## config.mk

```make
export PLATFORM = sky130hd
export DESIGN_NAME = ssad_front_flat
export DESIGN_NICKNAME = d
export VERILOG_FILES = /design/src/hw/rtl/ssad_pkg.sv /design/src/hw/rtl/ssad_item_if.sv /design/src/hw/rtl/ssad_front.sv /design/src/flat_wrapper.sv
export SDC_FILE = /design/constraint.sdc
export NUM_CORES = 1
export LEC_CHECK = 0
export BUFFER_PORTS_ARGS = -buffer_cell sky130_fd_sc_hd__buf_2
export CAP_MARGIN = 20
export CORE_MARGIN = 10
export CORE_UTILIZATION = 40
export DETAILED_ROUTE_END_ITERATION = 12
export PLACE_DENSITY = 0.75
export SETUP_SLACK_MARGIN = 0.15
export SLEW_MARGIN = 5
export SYNTH_ARGS = -nofsm -noshare
export SYNTH_HDL_FRONTEND = slang
export SYNTH_SLANG_ARGS = --single-unit
```

## constraint.sdc

```tcl
create_clock -name vclk -period 10.75
set_input_delay 2.15 -clock vclk [all_inputs]
set_output_delay 2.15 -clock vclk [all_outputs]
set_load 0.03 [all_outputs]
```

## src/hw/rtl/ssad_pkg.sv

```systemverilog
// ssad_pkg: shared types, constants and the elaboration-time trig function for the
// spatial sound angle/distance block. No dependencies.
package ssad_pkg;

  localparam int ANGLE_W = 9;
  localparam int LEVEL_W = 8;
  localparam int SCALE_W = 16;
  localparam logic [SCALE_W-1:0] SCALE_RESET = 16'd255;

  localparam int TAB_N = 45;
  localparam int SIDX_W = $clog2(TAB_N);
  localparam int TRIG_FRAC = 40;
  localparam int TRIG_W = TRIG_FRAC + 1;

  localparam logic [ANGLE_W-1:0] DEG_EQ = 9'd45;
  localparam logic [ANGLE_W-1:0] DEG_OCT_TOP = 9'd89;
  localparam logic [ANGLE_W-1:0] DEG_Q1 = 9'd90;
  localparam logic [ANGLE_W-1:0] DEG_Q2 = 9'd180;
  localparam logic [ANGLE_W-1:0] DEG_Q3 = 9'd270;
  localparam logic [ANGLE_W-1:0] DEG_FULL = 9'd360;

  localparam logic [1:0] QUAD_0 = 2'd0;
  localparam logic [1:0] QUAD_1 = 2'd1;
  localparam logic [1:0] QUAD_2 = 2'd2;
  localparam logic [1:0] QUAD_3 = 2'd3;

  localparam logic [1:0] MODE_LT = 2'd0;
  localparam logic [1:0] MODE_EQ = 2'd1;
  localparam logic [1:0] MODE_GT = 2'd2;

  localparam logic [63:0] PI_Q60 = 64'h3243F6A8885A308D;
  localparam logic [127:0] ONE_Q62 = 128'd1 << 62;

  typedef struct packed {
    logic       zero;
    logic       huge;
    logic [1:0] quad;
    logic [1:0] mode;
  } cls_t;

  function automatic logic [127:0] mul_q62(input logic [127:0] a, input logic [127:0] b);
    logic [127:0] p;
    p = a * b;
    return p >> 62;
  endfunction

  // sin/cos of k degrees, Q40, from a one-degree rotation applied k times
  function automatic logic [TRIG_W-1:0] trig_q40(input int k, input logic want_sin);
    logic [127:0] x, x2, s, c, t, ps, pc, ns;
    int n;
    x = {64'd0, PI_Q60} / 128'd45;
    x2 = mul_q62(x, x);
    s = x;
    c = ONE_Q62;
    t = x;
    for (n = 1; n <= 8; n++) begin
      t = mul_q62(t, x2);
      case (n)
        1: t = t / 128'd6;
        2: t = t / 128'd20;
        3: t = t / 128'd42;
        4: t = t / 128'd72;
        5: t = t / 128'd110;
        6: t = t / 128'd156;
        7: t = t / 128'd210;
        default: t = t / 128'd272;
      endcase
      s = (n % 2 == 1) ? s - t : s + t;
    end
    t = ONE_Q62;
    for (n = 1; n <= 8; n++) begin
      t = mul_q62(t, x2);
      case (n)
        1: t = t / 128'd2;
        2: t = t / 128'd12;
        3: t = t / 128'd30;
        4: t = t / 128'd56;
        5: t = t / 128'd90;
        6: t = t / 128'd132;
        7: t = t / 128'd182;
        default: t = t / 128'd240;
      endcase
      c = (n % 2 == 1) ? c - t : c + t;
    end
    ps = '0;
    pc = ONE_Q62;
    for (n = 1; n <= k; n++) begin
      ns = mul_q62(ps, c) + mul_q62(pc, s);
      pc = mul_q62(pc, c) - mul_q62(ps, s);
      ps = ns;
    end
    return want_sin ? TRIG_W'(ps >> (62 - TRIG_FRAC)) : TRIG_W'(pc >> (62 - TRIG_FRAC));
  endfunction

endpackage

```

## src/hw/rtl/ssad_item_if.sv

```systemverilog
// ssad_item_if: input channel, listener and source coordinates.
// Depends on nothing.
interface ssad_item_if #(parameter int COORD_WIDTH = 16);
  logic                          valid;
  logic                          ready;
  logic signed [COORD_WIDTH-1:0] listener_x;
  logic signed [COORD_WIDTH-1:0] listener_y;
  logic signed [COORD_WIDTH-1:0] source_x;
  logic signed [COORD_WIDTH-1:0] source_y;

  modport source (output valid, listener_x, listener_y, source_x, source_y, input ready);
  modport sink (input valid, listener_x, listener_y, source_x, source_y, output ready);
endinterface

```

## src/hw/rtl/ssad_front.sv

```systemverilog
// ssad_front: accepts coordinate beats, forms the difference vector and
// classifies it (quadrant, octant side). Uses ssad_pkg, ssad_item_if.
module ssad_front import ssad_pkg::*; #(
  parameter int COORD_WIDTH = 16
) (
  ssad_item_if.sink              item,
  input  logic                   full,
  output logic                   push,
  output cls_t                   cls,
  output logic [COORD_WIDTH-1:0] num,
  output logic [COORD_WIDTH-1:0] den,
  output logic [COORD_WIDTH-1:0] adx,
  output logic [COORD_WIDTH-1:0] ady
);

  logic signed [COORD_WIDTH:0] dx, dy;
  logic [COORD_WIDTH:0] adx_w, ady_w;
  logic [COORD_WIDTH-1:0] a, b;
  logic [32:0] adx_x, ady_x;

  assign item.ready = !full;
  assign push = item.valid && !full;

  always_comb begin
    dx = $signed({item.listener_x[COORD_WIDTH-1], item.listener_x})
       - $signed({item.source_x[COORD_WIDTH-1], item.source_x});
    dy = $signed({item.listener_y[COORD_WIDTH-1], item.listener_y})
       - $signed({item.source_y[COORD_WIDTH-1], item.source_y});
    adx_w = dx[COORD_WIDTH] ? $unsigned(-dx) : $unsigned(dx);
    ady_w = dy[COORD_WIDTH] ? $unsigned(-dy) : $unsigned(dy);
    adx = adx_w[COORD_WIDTH-1:0];
    ady = ady_w[COORD_WIDTH-1:0];
    adx_x = 33'(adx);
    ady_x = 33'(ady);

    cls.zero = (dx == '0) && (dy == '0);
    cls.huge = (adx_x >= 33'h20000) || (ady_x >= 33'h20000);
    if (dy > 0 && dx <= 0) begin
      cls.quad = QUAD_0;
    end else if (dy <= 0 && dx < 0) begin
      cls.quad = QUAD_1;
    end else if (dy < 0 && dx >= 0) begin
      cls.quad = QUAD_2;
    end else begin
      cls.quad = QUAD_3;
    end

    // rotated vector (a, b): a > 0 (a = 0 only for the zero vector), b >= 0
    if (cls.quad == QUAD_0 || cls.quad == QUAD_2) begin
      a = ady;
      b = adx;
    end else begin
      a = adx;
      b = ady;
    end

    if (b < a) begin
      cls.mode = MODE_LT;
      num = b;
      den = a;
    end else if (b == a) begin
      cls.mode = MODE_EQ;
      num = b;
      den = a;
    end else begin
      cls.mode = MODE_GT;
      num = a;
      den = b;
    end
  end

endmodule

```

## src/flat_wrapper.sv

```systemverilog
// flat-port wrapper written by rule: the top's interface ports become plain ports
module ssad_front_flat import ssad_pkg::*;
#(
  parameter int COORD_WIDTH = 16
)
  (full, push, cls, num, den, adx, ady, item_valid, item_listener_x, item_listener_y, item_source_x, item_source_y, item_ready);
  ssad_item_if #(.COORD_WIDTH(COORD_WIDTH)) item_i ();
  input  logic full;
  output logic push;
  output cls_t cls;
  output logic [COORD_WIDTH-1:0] num;
  output logic [COORD_WIDTH-1:0] den;
  output logic [COORD_WIDTH-1:0] adx;
  output logic [COORD_WIDTH-1:0] ady;
  input wire logic [$bits(item_i.valid)-1:0] item_valid;
  input wire logic [$bits(item_i.listener_x)-1:0] item_listener_x;
  input wire logic [$bits(item_i.listener_y)-1:0] item_listener_y;
  input wire logic [$bits(item_i.source_x)-1:0] item_source_x;
  input wire logic [$bits(item_i.source_y)-1:0] item_source_y;
  output wire logic [$bits(item_i.ready)-1:0] item_ready;
  assign item_i.valid = item_valid;
  assign item_i.listener_x = item_listener_x;
  assign item_i.listener_y = item_listener_y;
  assign item_i.source_x = item_source_x;
  assign item_i.source_y = item_source_y;
  assign item_ready = item_i.ready;
  ssad_front #(.COORD_WIDTH(COORD_WIDTH)) u_core (.item(item_i), .full(full), .push(push), .cls(cls), .num(num), .den(den), .adx(adx), .ady(ady));
endmodule
```

### Word-level counts from Yosys, hierarchy flattened

Cells that the tools add are included.

| storage, ports and cells | value |
|---|---|
| register bits after elaboration | 0 |
| bits of input ports | 66 |
| output and inout bits | 72 |
| logic and storage cells | 36 |

| operators by class | value |
|---|---|
| $add $sub $neg | 4 |
| order comparisons | 7 |
| equality and inequality tests | 2 |
| multiplexer cells | 13 |
| reductions and logical operators | 10 |

Operator list:

| operator | number |
|---|---|
| $mux W16 | 8 |
| $le A17 B1 Y1 const B | 2 |
| $logic_not A17 Y1 | 2 |
| $lt A17 B1 Y1 const B | 2 |
| $sub A16 B16 Y17 | 2 |
| $neg A16 Y16 | 2 |
| $ge A17 B1 Y1 const B | 1 |
| $gt A17 B1 Y1 const B | 1 |
| $eq A16 B16 Y1 | 1 |
| $lt A16 B16 Y1 | 1 |
| $mux W2 | 4 |
| $logic_and A1 B1 Y1 | 5 |
| $eq A2 B2 Y1 const B | 1 |
| $logic_not A2 Y1 | 1 |
| $logic_not A1 Y1 | 1 |
| $logic_or A1 B1 Y1 | 1 |
| $mux W1 | 1 |

### Longest topological paths before layout

| logic depth | value |
|---|---|
| depth after elaboration | 12 |
| mapped depth | 25 |
| mapped depth without buffers | 22 |

### Worst setup path before layout

No wires, ideal clock.

| path | value |
|---|---|
| path kind | input -> output |
| start | input port item_listener_y[0] |
| end | output port den[15] |
| arrival time | 7.553 ns |
| required time | 8.600 ns |
| path slack | 1.047 ns |
| stages on the path | 24 |
| path buffers | 2 |
| path through | inv_1 -> ha_1 -> inv_1 -> fa_1 -> a211oi_2 -> o21ai_2 -> o2111a_1 -> or3_1 -> a221oi_2 -> and3_1 -> nand4bb_1 -> o21ba_1 -> buf_2 -> inv_4 -> clkbuf_1 -> mux2i_1 -> inv_1 -> ha_1 -> inv_1 -> nor4_2 -> nand4_1 -> nor2_1 -> a21o_1 -> mux2i_1 |

| on the way | value |
|---|---|
| word-level cells in the longest chain between the ends | 12 |
| elaborated cells between the ends (all ways) | 21 |
| those cells by class | 2 x add/sub; 4 x order compare; 2 x eq/ne; 8 x mux; 5 x reduce/logical |

RTL lines:

| item | RTL line | source |
|---|---|---|
| start: declaration | flat_wrapper.sv:17 | `input wire logic [$bits(item_i.listener_y)-1:0] item_listener_y;` |
| $sub A16 B16 Y17 (*) | ssad_front.sv:28 | `- $signed({item.source_y[COORD_WIDTH-1], item.source_y});` |
| branches (longest 10 deep; another with $lt A17 B1 Y1) | -- |  |
| $mux W16 (*) | ssad_front.sv:57 | `if (b < a) begin` |
| end: declaration | flat_wrapper.sv:12 | `output logic [COORD_WIDTH-1:0] den;` |

Every way passes the cells marked *.

### Worst setup path in the final report

| path | value |
|---|---|
| start | input port item_listener_x[0] |
| end | output port num[4] |

| on the way | value |
|---|---|
| word-level cells in the longest chain between the ends | 12 |
| elaborated cells between the ends (all ways) | 21 |
| those cells by class | 2 x add/sub; 4 x order compare; 2 x eq/ne; 8 x mux; 5 x reduce/logical |

RTL lines:

| item | RTL line | source |
|---|---|---|
| start: declaration | flat_wrapper.sv:16 | `input wire logic [$bits(item_i.listener_x)-1:0] item_listener_x;` |
| $sub A16 B16 Y17 (*) | ssad_front.sv:26 | `- $signed({item.source_x[COORD_WIDTH-1], item.source_x});` |
| branches (longest 10 deep; another with $ge A17 B1 Y1) | -- |  |
| $mux W16 (*) | ssad_front.sv:57 |  |
| end: declaration | flat_wrapper.sv:11 | `output logic [COORD_WIDTH-1:0] num;` |

Marks and branches as above.

==> run_results.csv <==
group,metric,value,unit
outcome,outcome,"finished, final reports clean",
finish,final_util,47.05,%
global_routing,grt_pass1_wl,24.48,mm
setup_path,cp_top_family,"simple AND/OR/NAND/NOR gates",
finish,final_common_cell,"buf_2",
yosys,ys_seq_area_share,0,%
floorplanning,die_h,127.4,um
yosys,synth_cell_types,84,
timing,setup_viol,0,
yosys,synth_adder_area_share,13.03,%
routing,vias_per_cell,5.785,
finish,fill_cells,1202,
placed_design,dp.final_hpwl,12.54,mm
yosys,synthXorXnorAreaFrac,11.29,%
routing,drt_iter0_drc,436,
setup_path,cp_slowest_cell,"and4_1",
floorplanning,ios,138,
timing,drv_slew,0,
finish,drive_gt1_share,22.04,%
finish,seqCellArea,0,um2
worst_hold_path,hp-class,"primary input to primary output",
setup_path,crit_arrival,7.60,ns
timing,min_period_over_period,90.69,%
clocking,cts_hold_buf,0,
yosys,synth_compound_area_share,37.99,%
placed_design,gp_congestion,0.9084,
yosys,postSynthCellCount,705,
finish,final_net_count,919,
global_routing,grt_usage,17.06,%
global_routing,grt_overflow_total,0,
power,p_per_area,283.1,nW/um2
setup_path,critical_path_buf_inv_count,8,
timing,worstMarginPinSlew,0.9019,ns
floorplanning,die_w,127.4,um
placed_design,portBuffers,137,
global_routing,grt_max_degree,37,
finish,nClkBuffers,0,
setup_path,crit_chain,"buf_2, inv_1, ha_1, inv_1, fa_1, a211oi_2, o21ba_2, nor2_1, nor3_1, nand3_1, nor3_1, a41oi_1, o21ba_1, inv_4, mux2i_1, inv_1, ha_1, inv_1, nor4_2, and4_1, buf_4, a211oi_1, nor2_1, buf_2",
routing,dr.pass1.iters,6,
setup_path,cpPeakStageDelay,0.60,ns
finish,seq_cell_count,0,
timing,max-slew-margin-rel,39.67,%
global_routing,grt_antenna_before_repair,0,
finish,diodes,0,
finish,area_delta_synth_final,16.01,%
yosys,avgSynthCellArea,6.540,um2
floorplanning,core.rowCount,39,
timing,finalHoldViolCount,0,
finish,final_cell_mix,"buf_2, nand2_1, nor2_1",
timing,fmax,0.1026,GHz
clocking,ctsResizeCount,0,
setup_path,startpoint_type,"primary input",
timing,rsz0062_at_grt,"false",
global_routing,grt_pass1_vias,5107,
setup_path,worst-path-max-fanout,17,
routing,wl_per_cell,15.77,um
timing,whs,4.577,ns
yosys,synth_area,4611,um2
yosys,ys_warn_count,0,
routing,vias,5525,
routing,wl,15.06,mm
floorplanning,initial_utilization,40.55,%
setup_path,end_kind,"primary output",
routing,route.antenna.remaining_nets,0,
power,leakage,0.002584,uW
floorplanning,coreArea,11370,um2
routing,drcViolationCount,0,
timing,finalCriticalPeriod,9.749,ns
clocking,postCtsSetupBuffers,0,
power,peakVddDrop,0.0003785,V
setup_path,crit_end,"num[4]",
timing,tns,0,ns
setup_path,startpoint,"item_listener_x[0]",
setup_path,crit_top_cell,"inv_1",
setup_path,required,8.60,ns
setup_path,critPathKind,"primary input to primary output",
flow_run,drv_cap,0,
yosys,synthesis.nets,810,
yosys,yosys.area_share.simple,26.11,%
setup_path,worst-path-stages,24,
yosys,synth_top_family_by_area,"compound AO/OA/AOI/OAI gates",
floorplanning,die_area,16220,um2
yosys,muxShareOfSynthArea,1.547,%
-- power by group --
group | internal (uW) | leakage [uW] | switching, uW
Sequential | 0 | 0 | 0
Combinational | 464 | 0.00258 | 1050
Clock | 0 | 0 | 0
Total | 464 | 0.00258 | 1050
-- final cells by class --
class / count / area [um2] / share of cell area (%)
inverters: 76 / 287.8 / 5.380
repair buffers: 143 / 730.7 / 13.66
well taps: 143 / 178.9 / 3.345
multi-input cells: 593 / 4151 / 77.61
-- per-stage QoR --
step / worst slack, ns / area [um2] / power, uW / cells
floorplan: 1.047 / 4611 / 1136 / 705
global placement: 1.246 / 5349 / 1497 / 955
detailed placement: 1.095 / 5349 / 1505 / 955
CTS: 1.070 / 5349 / 1510 / 955
global route: 0.5005 / 5349 / 1629 / 955
finish: 1.001 / 5349 / 1514 / 955
-- logic make-up after synthesis --
group	Yosys count
AO/OA/AOI/OAI	230
XOR/XNOR	57
adder cells (fa/ha/maj)	48
buffers and inverters	112
multiplexers	7
other	1
AND/OR/NAND/NOR	250
-- layer usage --
layer | GRT usage, % | vias up | routed length (um) | share of wire (%)
li1 | - | 2793 | - | -
met1 | 23.19 | 2509 | 6639 | 44
met2 | 29.01 | 219 | 7119 | 47
met3 | 2.523 | 4 | 1262 | 8.4
met4 | 0.8707 | 0 | 36 | 0.24
met5 | 0 | - | 0 | 0
-- worst min-delay path by stage --
| stage | end | slack (ns) | startpoint | depth (start not counted) |
|---|---|---|---|---|
| 2_1_floorplan | push | 4.41 | full | 1 |
| 3_3_place_gp | item_ready | 4.58 | full | 3 |
| 3_5_place_dp | item_ready | 4.58 | full | 3 |
| 4_1_cts | item_ready | 4.58 | full | 3 |
| 5_1_grt | item_ready | 4.61 | full | 3 |
| 6_report | item_ready | 4.58 | full | 3 |
-- cell usage after synthesis (all sizes together), types with 5 or more instances --
library cell   n  share of area, %
o21a           5              0.81
o21bai         5              0.81
xnor2         32               6.2
o211a          5               1.2
o22ai          6              0.81
xor2          24               4.6
a21oi         35               4.0
nand2         80               6.6
nor3          13               1.4
nand4         11               1.5
mux2i          6               1.3
a22oi         29               4.8
a21o          13               2.1
maj3           9               2.1
buf           22               2.6
o21ai         22               2.8
ha            37                10
a41oi          5              0.95
a211oi        37               6.5
and3           5              0.68
o211ai        17               2.8
nand2b        11               1.5
nor2          72               5.9
a221o          5               1.1
nand3         12               1.3
clkbuf        14               1.1
and4           6               1.1
inv           76               6.2
and2          13               1.8
a31oi          8               1.1
No activity file was read; power rests on OpenSTA's default activity.
