**config.mk**
```make
export PLATFORM = sky130hd
export DESIGN_NAME = ssad_queue
export DESIGN_NICKNAME = d
export VERILOG_FILES = /design/src/hw/rtl/ssad_queue.sv
export SDC_FILE = /design/constraint.sdc
export NUM_CORES = 1
export LEC_CHECK = 0
export BUFFER_PORTS_ARGS = -buffer_cell sky130_fd_sc_hd__buf_2
export CAP_MARGIN = 20
export CORE_ASPECT_RATIO = 0.8
export CORE_UTILIZATION = 45
export DETAILED_ROUTE_END_ITERATION = 10
export HOLD_SLACK_MARGIN = 0.12
export PLACE_DENSITY = 0.65
export SLEW_MARGIN = 40
export SYNTH_ARGS = -nofsm -noshare
export SYNTH_HDL_FRONTEND = slang
export SYNTH_SLANG_ARGS = --single-unit
```
**constraint.sdc**
```tcl
create_clock -name clk -period 4 [get_ports clk]
set_clock_uncertainty 0.15 [all_clocks]
set_input_delay 0.2 -clock clk [delete_from_list [all_inputs] [get_ports clk]]
set_output_delay 0.2 -clock clk [all_outputs]
set_load 0.05 [all_outputs]
```
**src/hw/rtl/ssad_queue.sv**
```systemverilog
// ssad_queue: small FIFO between front and back ends.
// No dependencies.
module ssad_queue #(
  parameter int WIDTH = 8,
  parameter int DEPTH = 4
) (
  input  logic             clk,
  input  logic             rst,
  input  logic             push,
  input  logic [WIDTH-1:0] din,
  output logic             full,
  input  logic             pop,
  output logic [WIDTH-1:0] dout,
  output logic             empty
);

  localparam int PTR_W = $clog2(DEPTH);
  localparam int CNT_W = $clog2(DEPTH + 1);

  logic [WIDTH-1:0] mem [DEPTH];
  logic [PTR_W-1:0] wr_ptr, rd_ptr;
  logic [CNT_W-1:0] count;

  assign full = (count == CNT_W'(DEPTH));
  assign empty = (count == '0);
  assign dout = mem[rd_ptr];

  always_ff @(posedge clk) begin
    if (push) begin
      mem[wr_ptr] <= din;
    end
  end

  always_ff @(posedge clk) begin
    if (rst) begin
      wr_ptr <= '0;
      rd_ptr <= '0;
      count <= '0;
    end else begin
      if (push) begin
        wr_ptr <= (wr_ptr == PTR_W'(DEPTH - 1)) ? '0 : wr_ptr + 1'b1;
      end
      if (pop) begin
        rd_ptr <= (rd_ptr == PTR_W'(DEPTH - 1)) ? '0 : rd_ptr + 1'b1;
      end
      if (push && !pop) begin
        count <= count + 1'b1;
      end else if (pop && !push) begin
        count <= count - 1'b1;
      end
    end
  end

endmodule

```
=== Word-level counts from Yosys, hierarchy flattened ===
Memory sizes are Yosys's and may differ from the RTL's. A register that Yosys moved wholly into a read port is not among the register bits.
Index checks and enable logic that the tools add are counted.

* Add/sub/neg operators: 4
* Equality and inequality tests: 3
* Mux-type cells: 8
* Reduce and logical (&&, ||, !) cells: 6

{| class="wikitable"
|+ Operator list
! cell !! count
|-
| $mux 2 || 4
|-
| $mux 3 || 2
|-
| $add 2x1->2 const B || 2
|-
| $eq 2x2->1 const B || 2
|-
| $add 3x1->3 const B || 1
|-
| $eq 3x3->1 const B || 1
|-
| $logic_not 3->1 || 1
|-
| $sub 3x1->3 const B || 1
|-
| $logic_and 1x1->1 || 2
|-
| $logic_not 1->1 || 2
|-
| $mux 1 || 2
|-
| $reduce_bool 2->1 || 1
|}

* Register bits: 7
* RAM bits: 32
* Input port bits: 12
* Logic and storage cells: 25
* Memories kept: 1

{| class="wikitable"
|+ Memory list
! memory !! words !! bits a word !! rd ports !! clocked after Yosys merged registers in !! write ports !! line !! source
|-
| mem || 4 || 8 || 1 || 1 || 1 || 20 || <nowiki>logic [WIDTH-1:0] mem [DEPTH];</nowiki>
|}

=== Depth between registers and ports, before layout ===
Gate-level depths: netlist of the first run.

* Depth after elaboration: 4
* Depth in mapped cells: 7
* Gate-level depth less buffers: 7

=== Worst setup path after synthesis of the first run ===
No wires, ideal clock.

* Path type: reg-to-output
* Start: register count[1]
* End: output port full
* Arrival: 1.502 ns
* Required time: 3.650 ns
* Slack: 2.148 ns
* Stages on the path, launching flop included: 2
* Path buffers: 0
* Cell sequence: dfxtp_1 > nor3b_1

* Cells in the longest elaborated chain, start to end: 1

{| class="wikitable"
|+ Ends and longest elaborated chain
! element !! line !! source
|-
| from (decl) || 22 || <nowiki>logic [CNT_W-1:0] count;</nowiki>
|-
| from (signal assigned) || 47 || <nowiki>count <= count + 1'b1;</nowiki>
|-
| from (signal assigned) || 49 || <nowiki>count <= count - 1'b1;</nowiki>
|-
| $eq 3x3->1 || 24 || <nowiki>assign full = (count == CNT_W'(DEPTH));</nowiki>
|-
| to (decl) || 11 || <nowiki>output logic full,</nowiki>
|}

Every way passes these cells.

==> summary.md, run 1 <==
| Metric | Value |
|---|---|
| VDD IR max | 0.322 mV |
| Slew Limit Fails | 0 |
| HP Class | register to register |
| Die X | between 60 and 70 microns |
| Area delta synth->final | 22.3% |
| Wire per inst | 15.1 microns |
| Initial Utilization | 0.493 |
| FMAX | about 0.48 GHz |
| Data arrival, critical path | between 1.5 and 2 ns |
| Share of layout cells above drive strength 1 | 0.290 |
| Vias/cell | 4.97 |
| Total power | 972 uW |
| Crit path max-delay cell type | dfxtp_1 |
| Slew margin rel. | 0.652 |
| N_diodes | 0 |
| Worst-skew pair later-pin latency | 0.28 ns |
| Synthesized area per cell | ~19 sq um |
| FP Rows | 18 |
| DP HPWL | approximately 1.7 mm |
| Syn Inst Count | between 80 and 90 |
| Synth cell types | 17 |
| Static Leak | about 0.73 nW |
| Vias post-DR | slightly above 800 |
| Total grt overflow | 0 |
| Cell Pwr Density | 497 nW/um^2 |
| Worst Setup Path Type | register to output pin |
| H-tree levels | 2 |
| Yosys warns | 0 |
| Number of CTS-inserted buffers | 5 |
| Mapped cell area | about 1600 sq um |
| Crit. End Element | output pin |
| Clock sink count | 41 |
| WL final | between 2 and 2.5 mm |
| CORE AREA | 3240 sq um |
| Setup TNS | 0 ns |
| Final Hold Viols | 0 |
| Post-CTS Setup Inserts | 0 |
| Port Buffers | 21 |
| Worst Path Buf+Inv | 1 |
| Filler cells | ~270 |
| Startpoint types | register |
| CP max stage delay | around 0.65 ns |
| Root Driver | clkbuf_8 |
| Status | complete, no violations |
| RSZ-0062 raised after global routing | no |
| Worst Path Required | about 3.7 ns |
| CP Cell Sequence | mux4_2 > buf_2 |
| Top Ports | 22 |
| Initial antenna violation count | 0 |
| All-layer global routing usage | 0.159 |
| Pre-antenna DRT Iters | 4 |
| Die Y | 55.3 microns |
| Max_cap viols | 0 |
| Net count, final | approximately 140 |
| Post-Route Utilization | 0.603 |
| Setup-failing EPs final | 0 |
| Largest net degree at the start of global routing | 14 |
| Max FO, Critical Path | 8 |
| GP Congestion | around 0.75 |
| Register bit total from synthesis | 41 |
| Synth Net Count | roughly 110 |
| Sequential share of the synthesized area | 0.714 |
| Final ANT Viol Nets | 0 |
| CTS tree | yes |
| Least-Margin Pin Slew | around 0.52 ns |
| DRC violations left | 0 |
| CTS clk-pin slew, worst paths | about 0.080 ns |
| First-pass GRT wire length | 4.03 mm |
| Post-route minimum period | between 2 and 2.5 ns |
| Vias in the first global route | between 800 and 900 |
| Tcrit/Tclk final | 0.525 |
| 1st-iter DRT viols | ~50 |
| Total die area | around 3800 sq um |
| CTS Buffer Depth | 2 |
| Crit-path leading delay family | flip-flops |
-- cell type report --
class                      instances  area [sq um]  share of cell area
clock buffer                       6          72.6              0.0371
clock inverter                     2          35.0              0.0179
inverter                           4          15.0             0.00768
multi-input combinational         39           425               0.218
sequential                        41          1140               0.584
tap                               40          50.0              0.0256
timing repair buffer              32           215               0.110
-- Yosys cell counts (all sizes together) --
master / number / share of area
edfxtp: 32 / 0.60
a21oi: 2 / 0.0063
inv: 4 / 0.0094
and2: 4 / 0.016
mux2i: 4 / 0.025
nor3: 1 / 0.0031
fa: 1 / 0.013
xor2: 2 / 0.011
buf: 1 / 0.0070
clkbuf: 1 / 0.0031
ha: 6 / 0.047
nor3b: 2 / 0.0094
o21ai: 1 / 0.0031
or3: 1 / 0.0039
dfxtp: 9 / 0.11
nor2: 7 / 0.016
mux4: 8 / 0.11
-- sequential cells by signal, indices dropped and copies added, names as in the netlist, named ones only --
signal and cells:
mem 32, count 3, rd_ptr 2, wr_ptr 2
-- cell families (layout without fill, tap and decap cells) --
kind of cell / after synthesis / in the layout / share of synthesized area
AOI/OAI and AO/OA: 3 / 3 / 0.00939
and+or+nand+nor: 15 / 15 / 0.0485
xor gates and xnor gates: 2 / 2 / 0.0110
DFF: 41 / 41 / 0.714
muxes: 12 / 12 / 0.138
buffers and inverters: 6 / 44 / 0.0196
adders and majority gates: 7 / 7 / 0.0595
-- metrics by stage --
step                      std cells  cell area [sq um]  setup WS (ns)  hold slack, ns
after global routing            164               1950           1.75           0.404
final                           164               1950           1.90           0.365
after detailed placement        145               1740           2.15           0.272
after floorplan                  86               1600           2.15           0.119
after CTS                       164               1950           1.84           0.364
after global placement          145               1740           2.18           0.261
-- worst register-to-register path: cells and delay by family, from the launching register on --
kind	cells	cell delay (ns)
fa+ha+maj	1	0.44
simple gates	1	0.30
flops	1	0.35
compound gates	1	0.14
xor+xnor	1	0.16
-- metal layers --
layer | vias up | track usage | routed length, microns
li1 | 398 | - | -
met1 | 387 | 0.217 | 1170
met2 | 23 | 0.213 | 1120
met3 | 7 | 0.0702 | 138
met4 | 0 | 0.0804 | 50
met5 | - | 0 | 0
-- worst paths after layout --
path                            startpoint       end  slack (ns)  cells after the start
worst max-delay path              register   dout[2]        1.90                      2
worst min-delay path              count[2]  count[2]        0.37                      2
worst max register to register    count[0]  count[2]        2.41                      4
worst min register to register    count[2]  count[2]        0.37                      2
-- report_power, final --
part / leakage [nW] / switching (mW) / internal [mW]
clock network: 0.0552 / 0.135 / 0.185
logic: 0.311 / 0.0937 / 0.0543
registers: 0.368 / 0.0189 / 0.484
total: 0.735 / 0.248 / 0.724
-- layout by cell type, fill, tap and decap left out, drive strengths merged --
| master | netlist | final |
|---|---|---|
| a21oi | 2 | 2 |
| and2 | 4 | 4 |
| buf | 1 | 21 |
| bufinv | 0 | 1 |
| clkbuf | 1 | 6 |
| clkinv | 0 | 1 |
| dfxtp | 9 | 9 |
| dlygate4sd3 | 0 | 11 |
| edfxtp | 32 | 32 |
| fa | 1 | 1 |
| ha | 6 | 6 |
| inv | 4 | 4 |
| mux2i | 4 | 4 |
| mux4 | 8 | 8 |
| nor2 | 7 | 7 |
| nor3 | 1 | 1 |
| nor3b | 2 | 2 |
| o21ai | 1 | 1 |
| or3 | 1 | 1 |
| xor2 | 2 | 2 |
-- what timing repair did --
action / in CTS / in global routing
resized for setup: 0 / 0
hold buffers: 11 / 0
hold endpoints to repair: 41 / 0
(Power assumes the default switching activity.)
==> inputs of run 2 (changes only) <==
- PLACE_DENSITY: 0.65 -> 0.67
- clock period: 4 -> 1.7 ns (I/O delays scaled with it)
==> summary.md, run 2 (synthesis gave the netlist of run 1 again) <==
| Metric | Value |
|---|---|
| N_diodes | 0 (unchanged) |
| Pre-antenna DRT Iters | 4 (unchanged) |
| Static Leak | 0.785 nW (+6.8%) |
| Clock sink count | 41 (unchanged) |
| Status | complete, but fails checks |
| Worst hold margin | 0.102 ns (-0.263 ns) |
| HP Class | primary input to register |
| CTS tree | yes |
| VDD IR max | 0.675 mV (+110%) |
| CTS Buffer Depth | 2 (unchanged) |
| Total die area | 3790 sq um (unchanged) |
| Area occupied by multi-input gates | 438 sq um (+2.9%) |
| Tcrit/Tclk final | 1.00 |
| CP Cell Sequence | buf_6 > mux4_2 > buf_6 |
| CORE AREA | 3240 sq um (unchanged) |
| Vias post-DR | 859 (+5.4%) |
| R2r endpoint | count[2] |
| All-layer global routing usage | 0.159 (+0.000452) |
| Die Y | 55.3 microns (unchanged) |
| Port Buffers | 21 (unchanged) |
| Total power | 2.33 mW (+140%) |
| Crit path max-delay cell type | mux4_2 |
| R2r worst-path depth | 4 (unchanged) |
| WL final | 2.48 mm (about the same) |
| Post-Route Utilization | 0.638 (+0.0351) |
| Post-CTS Setup Inserts | 0 (unchanged) |
| Sequential cell area | 1150 sq um (+0.55%) |
| Post-route minimum period | about 1.7 ns |
| First-pass GRT wire length | 4.23 mm (+5.0%) |
| Largest net degree at the start of global routing | 14 (unchanged) |
| Final Hold Viols | 0 (unchanged) |
| Wire per inst | 14.7 microns (-2.9%) |
| Worst Path Required | 1.46 ns (-2.19 ns) |
| Layout Cells excl Fill | 169 (+3.0%) |
| DP HPWL | 1.74 mm (+0.47%) |
| Final ANT Viol Nets | 0 (unchanged) |
| Max_cap viols | 0 (unchanged) |
| Max FO, Critical Path | 4 (-4) |
| Commonest cells after routing, fill and taps aside | edfxtp_1 (32), buf_2 (14), dlygate4sd3_1 (12) |
| Number of CTS-inserted buffers | 5 (unchanged) |
| Most common cell after layout, fill and taps aside | edfxtp_1 |
| Least-Margin Pin Slew | 0.426 ns (-0.0956 ns) |
| Cell Pwr Density | 1130 nW/um^2 (+130%) |
| Share of layout cells above drive strength 1 | 0.357 (+0.0663) |
| Setup-failing EPs final | 2 (+2) |
| Startpoint types | register |
| DRC violations left | 0 (unchanged) |
| Initial antenna violation count | 0 (unchanged) |
| WHS Endpoint | rd_ptr[0] |
| Worst Path Buf+Inv | 2 (+1) |
| Largest regs | mem: 32 flops, count: 3 flops |
| Vias/cell | 5.08 (+2.3%) |
| Max reg flops | 32 (unchanged) |
| Data arrival, critical path | 1.47 ns (-0.28 ns) |
| Min-Delay Path Depth | 4 (+2) |
| Failing checks | setup timing |
| Worst-skew pair later-pin latency | 0.28 ns (about the same) |
| Slew Limit Fails | 0 (unchanged) |
| RSZ-0062 raised after global routing | yes |
| Total grt overflow | 0 (unchanged) |
| Initial Utilization | 0.493 (unchanged) |
| CP max stage delay | 0.51 ns (-0.14 ns) |
| Biggest register | mem |
| Post-route worst setup slack | -0.00400 ns (-1.90 ns) |
| Crit-path leading delay family | multiplexers |
| Worst Setup Path Type | register to output pin |
| R2R Setup Slk | 0.11 ns (-2.30 ns) |
| Crit. End Element | output pin |
| CTS clk-pin slew, worst paths | 0.08 ns (about the same) |
| Dpl cells | 149 (+2.8%) |
| Slew margin rel. | 0.716 (+0.0642) |
| Die X | 68.6 microns (unchanged) |
| Hold Path Origin | pop |
| Net count, final | 147 (+3.5%) |
| Filler cells | 258 (-3.7%) |
| Area delta synth->final | 29.4% |
| 1st-iter DRT viols | 31 (-37%) |
| Vias in the first global route | 923 (+14%) |
| FP Rows | 18 (unchanged) |
| GP Congestion | 0.705 (-6.4%) |
| H-tree levels | 2 (unchanged) |
| CP most frequent cell | buf_6 |
| Root Driver | clkbuf_8 |
| FMAX | about 0.59 GHz |
| Top Ports | 22 (unchanged) |
| R2r startpoint | count[0] |
==> run 2: cell types whose count changed in the layout (fill, tap and decap cells not counted), sizes merged <==
cell and delta:
buf +4, dlygate4sd3 +1
==> run 2: worst max-delay path by stage <==
stage | start | to | slack (ns) | cells after the start
floorplan | count[0] | empty | 0.02 | 1
global route | register | dout[1] | -0.06 | 3
finish | register | dout[1] | -0.004 | 3
global placement | pop | count[2] | 0.04 | 8
detailed placement | pop | count[2] | -0.03 | 8
CTS | register | dout[6] | -0.02 | 3
==> run 2: power breakdown <==
part           total (mW)  switching, mW  internal (mW)
clock network       0.746          0.310          0.436
logic               0.409          0.238          0.171
registers            1.18         0.0389           1.14
==> run 2: cell type report <==
| cell class | instances | share of cell area |
|---|---|---|
| inverters | 4 | 0.00726 |
| clock inverters | 2 | 0.0169 |
| clock buffers | 6 | 0.0351 |
| repair buffers | 37 | 0.150 |
| multi-input cells | 39 | 0.212 |
| well taps | 40 | 0.0242 |
| flip-flops and latches | 41 | 0.555 |
==> run 2: metrics by stage <==
| step | instance area (sq um) | TNS (ns) | worst slack (ns) |
|---|---|---|---|
| 2_1_floorplan | 1600 | 0 | 0.0238 |
| 3_3_place_gp | 1770 | 0 | 0.0431 |
| 3_5_place_dp | 1770 | -0.0346 | -0.0346 |
| 4_1_cts | 2070 | -0.0491 | -0.0184 |
| 5_1_grt | 2070 | -0.327 | -0.0634 |
| 6_report | 2070 | -0.00660 | -0.00400 |
==> run 2: repair_timing <==
action,CTS,global route
setup endpoints to repair,7,10
hold buffers,13,0
pin swaps,0,2
gates resized for setup,19,4
hold endpoints to repair,41,0
==> run 2: routing by layer <==
| layer | GRT usage | share of wire | up-vias |
|---|---|---|---|
| met5 | 0 | 0 | - |
| met4 | 0.0446 | 0.0081 | 0 |
| met3 | 0.0558 | 0.042 | 4 |
| met2 | 0.251 | 0.50 | 16 |
| met1 | 0.207 | 0.45 | 426 |
| li1 | - | - | 413 |
==> run 2: tightest hold or removal path: cells and delay by family <==
family,cells,cell delay (ns)
AO/OA/AOI/OAI,1,0.06
buffers and inverters,1,0.10
AND/OR/NAND/NOR,2,0.25
==> inputs of run 3 (changes only) <==
- ABC_AREA: default -> 1
==> summary.md, run 3 <==
| Metric | Value |
|---|---|
| Status | complete, no violations |
| Commonest cells after routing, fill and taps aside | edfxtp_1 (32), nor2_1 (21), buf_2 (15) |
| Final ANT Viol Nets | 0 (unchanged) |
| Die Y | 56.2 microns (+1.6%) |
| Root Driver | clkbuf_8 |
| Data arrival, critical path | 1.76 ns (+0.29 ns) |
| WL final | 3.04 mm (+22%) |
| R2r worst-path depth | 5 (+1) |
| Worst Setup Path Type | register to register |
| Net count, final | 195 (+33%) |
| Dominant cell type by area after synthesis | edfxtp_1 |
| Most common cell after layout, fill and taps aside | edfxtp_1 |
| Sequential share of the synthesized area | 0.691 (-0.0233) |
| CTS tree | yes |
| Initial Utilization | 0.476 (-0.0168) |
| Biggest register | mem |
| Vias post-DR | 1,118 (+30%) |
| Most common flop cell mapped by yosys | edfxtp_1 |
| Yosys warns | 0 (unchanged) |
| Mapped cell area | 1650 sq um (+3.4%) |
| Synthesized area per cell | 12.2 sq um (-34%) |
| Min-Delay Path Depth | 5 (+1) |
| Clock sink count | 41 (unchanged) |
| Most common cell in the netlist | edfxtp_1 |
| 1st-iter DRT viols | 64 (+110%) |
| Largest regs | mem: 32 flops, count: 3 flops |
| Register bit total from synthesis | 41 (unchanged) |
| Initial antenna violation count | 0 (unchanged) |
| Async SR Flop Fraction | 0 (unchanged) |
| All-layer global routing usage | 0.172 (+0.0123) |
| Tcrit/Tclk final | 0.996 (-0.00674) |
| Wire per inst | 13.9 microns (-5.5%) |
| Port Buffers | 21 (unchanged) |
| CTS clk-pin slew, worst paths | 0.07 ns (about the same) |
| Share of layout cells above drive strength 1 | 0.237 (-0.119) |
| Top-area cell type share of the netlist area | 0.582 (-0.0196) |
| Largest net degree at the start of global routing | 17 (+3) |
| Count of flip-flops with a built-in enable after synthesis | 32 (unchanged) |
| FMAX | 0.591 GHz (+0.68%) |
| Crit. End Element | register |
| Least-Margin Pin Slew | 0.401 ns (-0.0251 ns) |
| Worst Path Required | 1.77 ns (+0.31 ns) |
| Synth cell types | 19 (+2) |
| Top cells by count, synth | edfxtp_1 (32), nor2_1 (22), inv_1 (15), o21ai_0 (15), dfxtp_1 (9) |
| Total grt overflow | 0 (unchanged) |
| Area delta synth->final | 25.5% |
| Post-route minimum period | 1.69 ns (-0.0115 ns) |
| Filler cells | 286 (+11%) |
| Top Ports | 22 (unchanged) |
| Synth area leaders | edfxtp_1 (58%), dfxtp_1 (11%), nor2_1 (5.0%) |
| Slew Limit Fails | 0 (unchanged) |
| HP Class | primary input to register |
| GP Congestion | 0.831 (+18%) |
| First-pass GRT wire length | 4.95 mm (+17%) |
| Die X | 69.7 microns (+1.6%) |
| Worst-skew pair later-pin latency | 0.29 ns (about the same) |
| Number of CTS-inserted buffers | 5 (unchanged) |
| CTS Buffer Depth | 2 (unchanged) |
| Syn Inst Count | 135 (+57%) |
| Startpoint types | register |
| VDD IR max | 0.911 mV (+35%) |
| Total die area | 3920 sq um (+3.3%) |
| FP Rows | 19 (+1) |
| Total power | 2.34 mW (about the same) |
| N_diodes | 0 (unchanged) |
| Static Leak | 0.833 nW (+6.2%) |
| DRC violations left | 0 (unchanged) |
| H-tree levels | 2 (unchanged) |
| Setup-failing EPs final | 0 (-2) |
| DP HPWL | 2.02 mm (+16%) |
| Max reg flops | 32 (unchanged) |
| Vias in the first global route | 1,133 (+23%) |
| CORE AREA | 3470 sq um (+7.0%) |
| Slew margin rel. | 0.732 (+0.0164) |
| Setup TNS | 0 ns (+0.00660 ns) |
| Final Hold Viols | 0 (unchanged) |
| Synth Net Count | 154 (+47%) |
| Cell Pwr Density | 1130 nW/um^2 (-0.10%) |
| Pre-antenna DRT Iters | 4 (unchanged) |
| Vias/cell | 5.11 (+0.44%) |
| Max_cap viols | 0 (unchanged) |
| Max FO, Critical Path | 3 (-1) |
-- run 3: worst paths after layout --
| check | to | startpoint | slack (ns) |
|---|---|---|---|
| worst max register to register | register | rd_ptr[0] | 0.007 |
| worst max-delay path | register | rd_ptr[0] | 0.007 |
| worst min-delay path | count[1] | pop | 0.24 |
| worst min register to register | wr_ptr[1] | wr_ptr[1] | 0.40 |
-- run 3: timing repair --
item / CTS / global route
gates cloned: 0 / 0
resized for setup: 1 / 19
hold buffers: 13 / 0
hold endpoints to repair: 41 / 0
buffers inserted: 0 / 0
pin swaps: 0 / 1
endpoints found under the setup margin: 6 / 12
-- run 3: logic make-up after synthesis --
| kind of cell | share of synthesized area |
|---|---|
| simple gates | 0.0947 |
| buf+inv | 0.0500 |
| flops | 0.691 |
| compound gates | 0.102 |
| fa+ha+maj | 0.0576 |
| xor+xnor | 0.00530 |
-- run 3: where the power goes --
group	switching (mW)	internal, mW
registers	0.0351	1.14
logic	0.281	0.135
clock network	0.314	0.433
-- run 3: final cells by class --
class,count,area (sq um),area share
inverters,16,62.6,0.0302
multi-input cells,76,440,0.213
repair buffers,36,265,0.128
clock buffers,6,72.6,0.0350
flip-flops and latches,41,1140,0.553
well taps,42,52.6,0.0254
clock inverters,2,33.8,0.0163
-- run 3: critical path, stage by stage, from the launching register on --
cell           delay (ns)
dfxtp_2              0.34
ha_1                 0.21
nor3_2               0.17
a21oi_1              0.06
dlygate4sd3_1        0.57
nor2_2               0.12
-- run 3: per-stage QoR --
| stage | util | hold slack (ns) | area (sq um) | setup slack (ns) | instances |
|---|---|---|---|---|---|
| 2_1_floorplan | - | 0.00738 | 1650 | 0.0343 | 135 |
| 3_3_place_gp | 0.519 | 0.153 | 1800 | 0.238 | 198 |
| 3_5_place_dp | 0.519 | 0.162 | 1800 | 0.176 | 198 |
| 4_1_cts | 0.587 | 0.207 | 2040 | 0.0280 | 219 |
| 5_1_grt | 0.597 | 0.297 | 2070 | -0.0600 | 219 |
| 6_report | 0.597 | 0.242 | 2070 | 0.00746 | 219 |
-- run 3: layer usage --
metal | vias to the layer above | share of wire | GRT usage | wire (microns)
met5 | - | 0 | 0 | 0
met4 | 0 | 0.015 | 0.0771 | 47
met3 | 6 | 0.044 | 0.0670 | 134
met2 | 21 | 0.49 | 0.294 | 1480
met1 | 540 | 0.45 | 0.190 | 1380
li1 | 551 | - | - | -
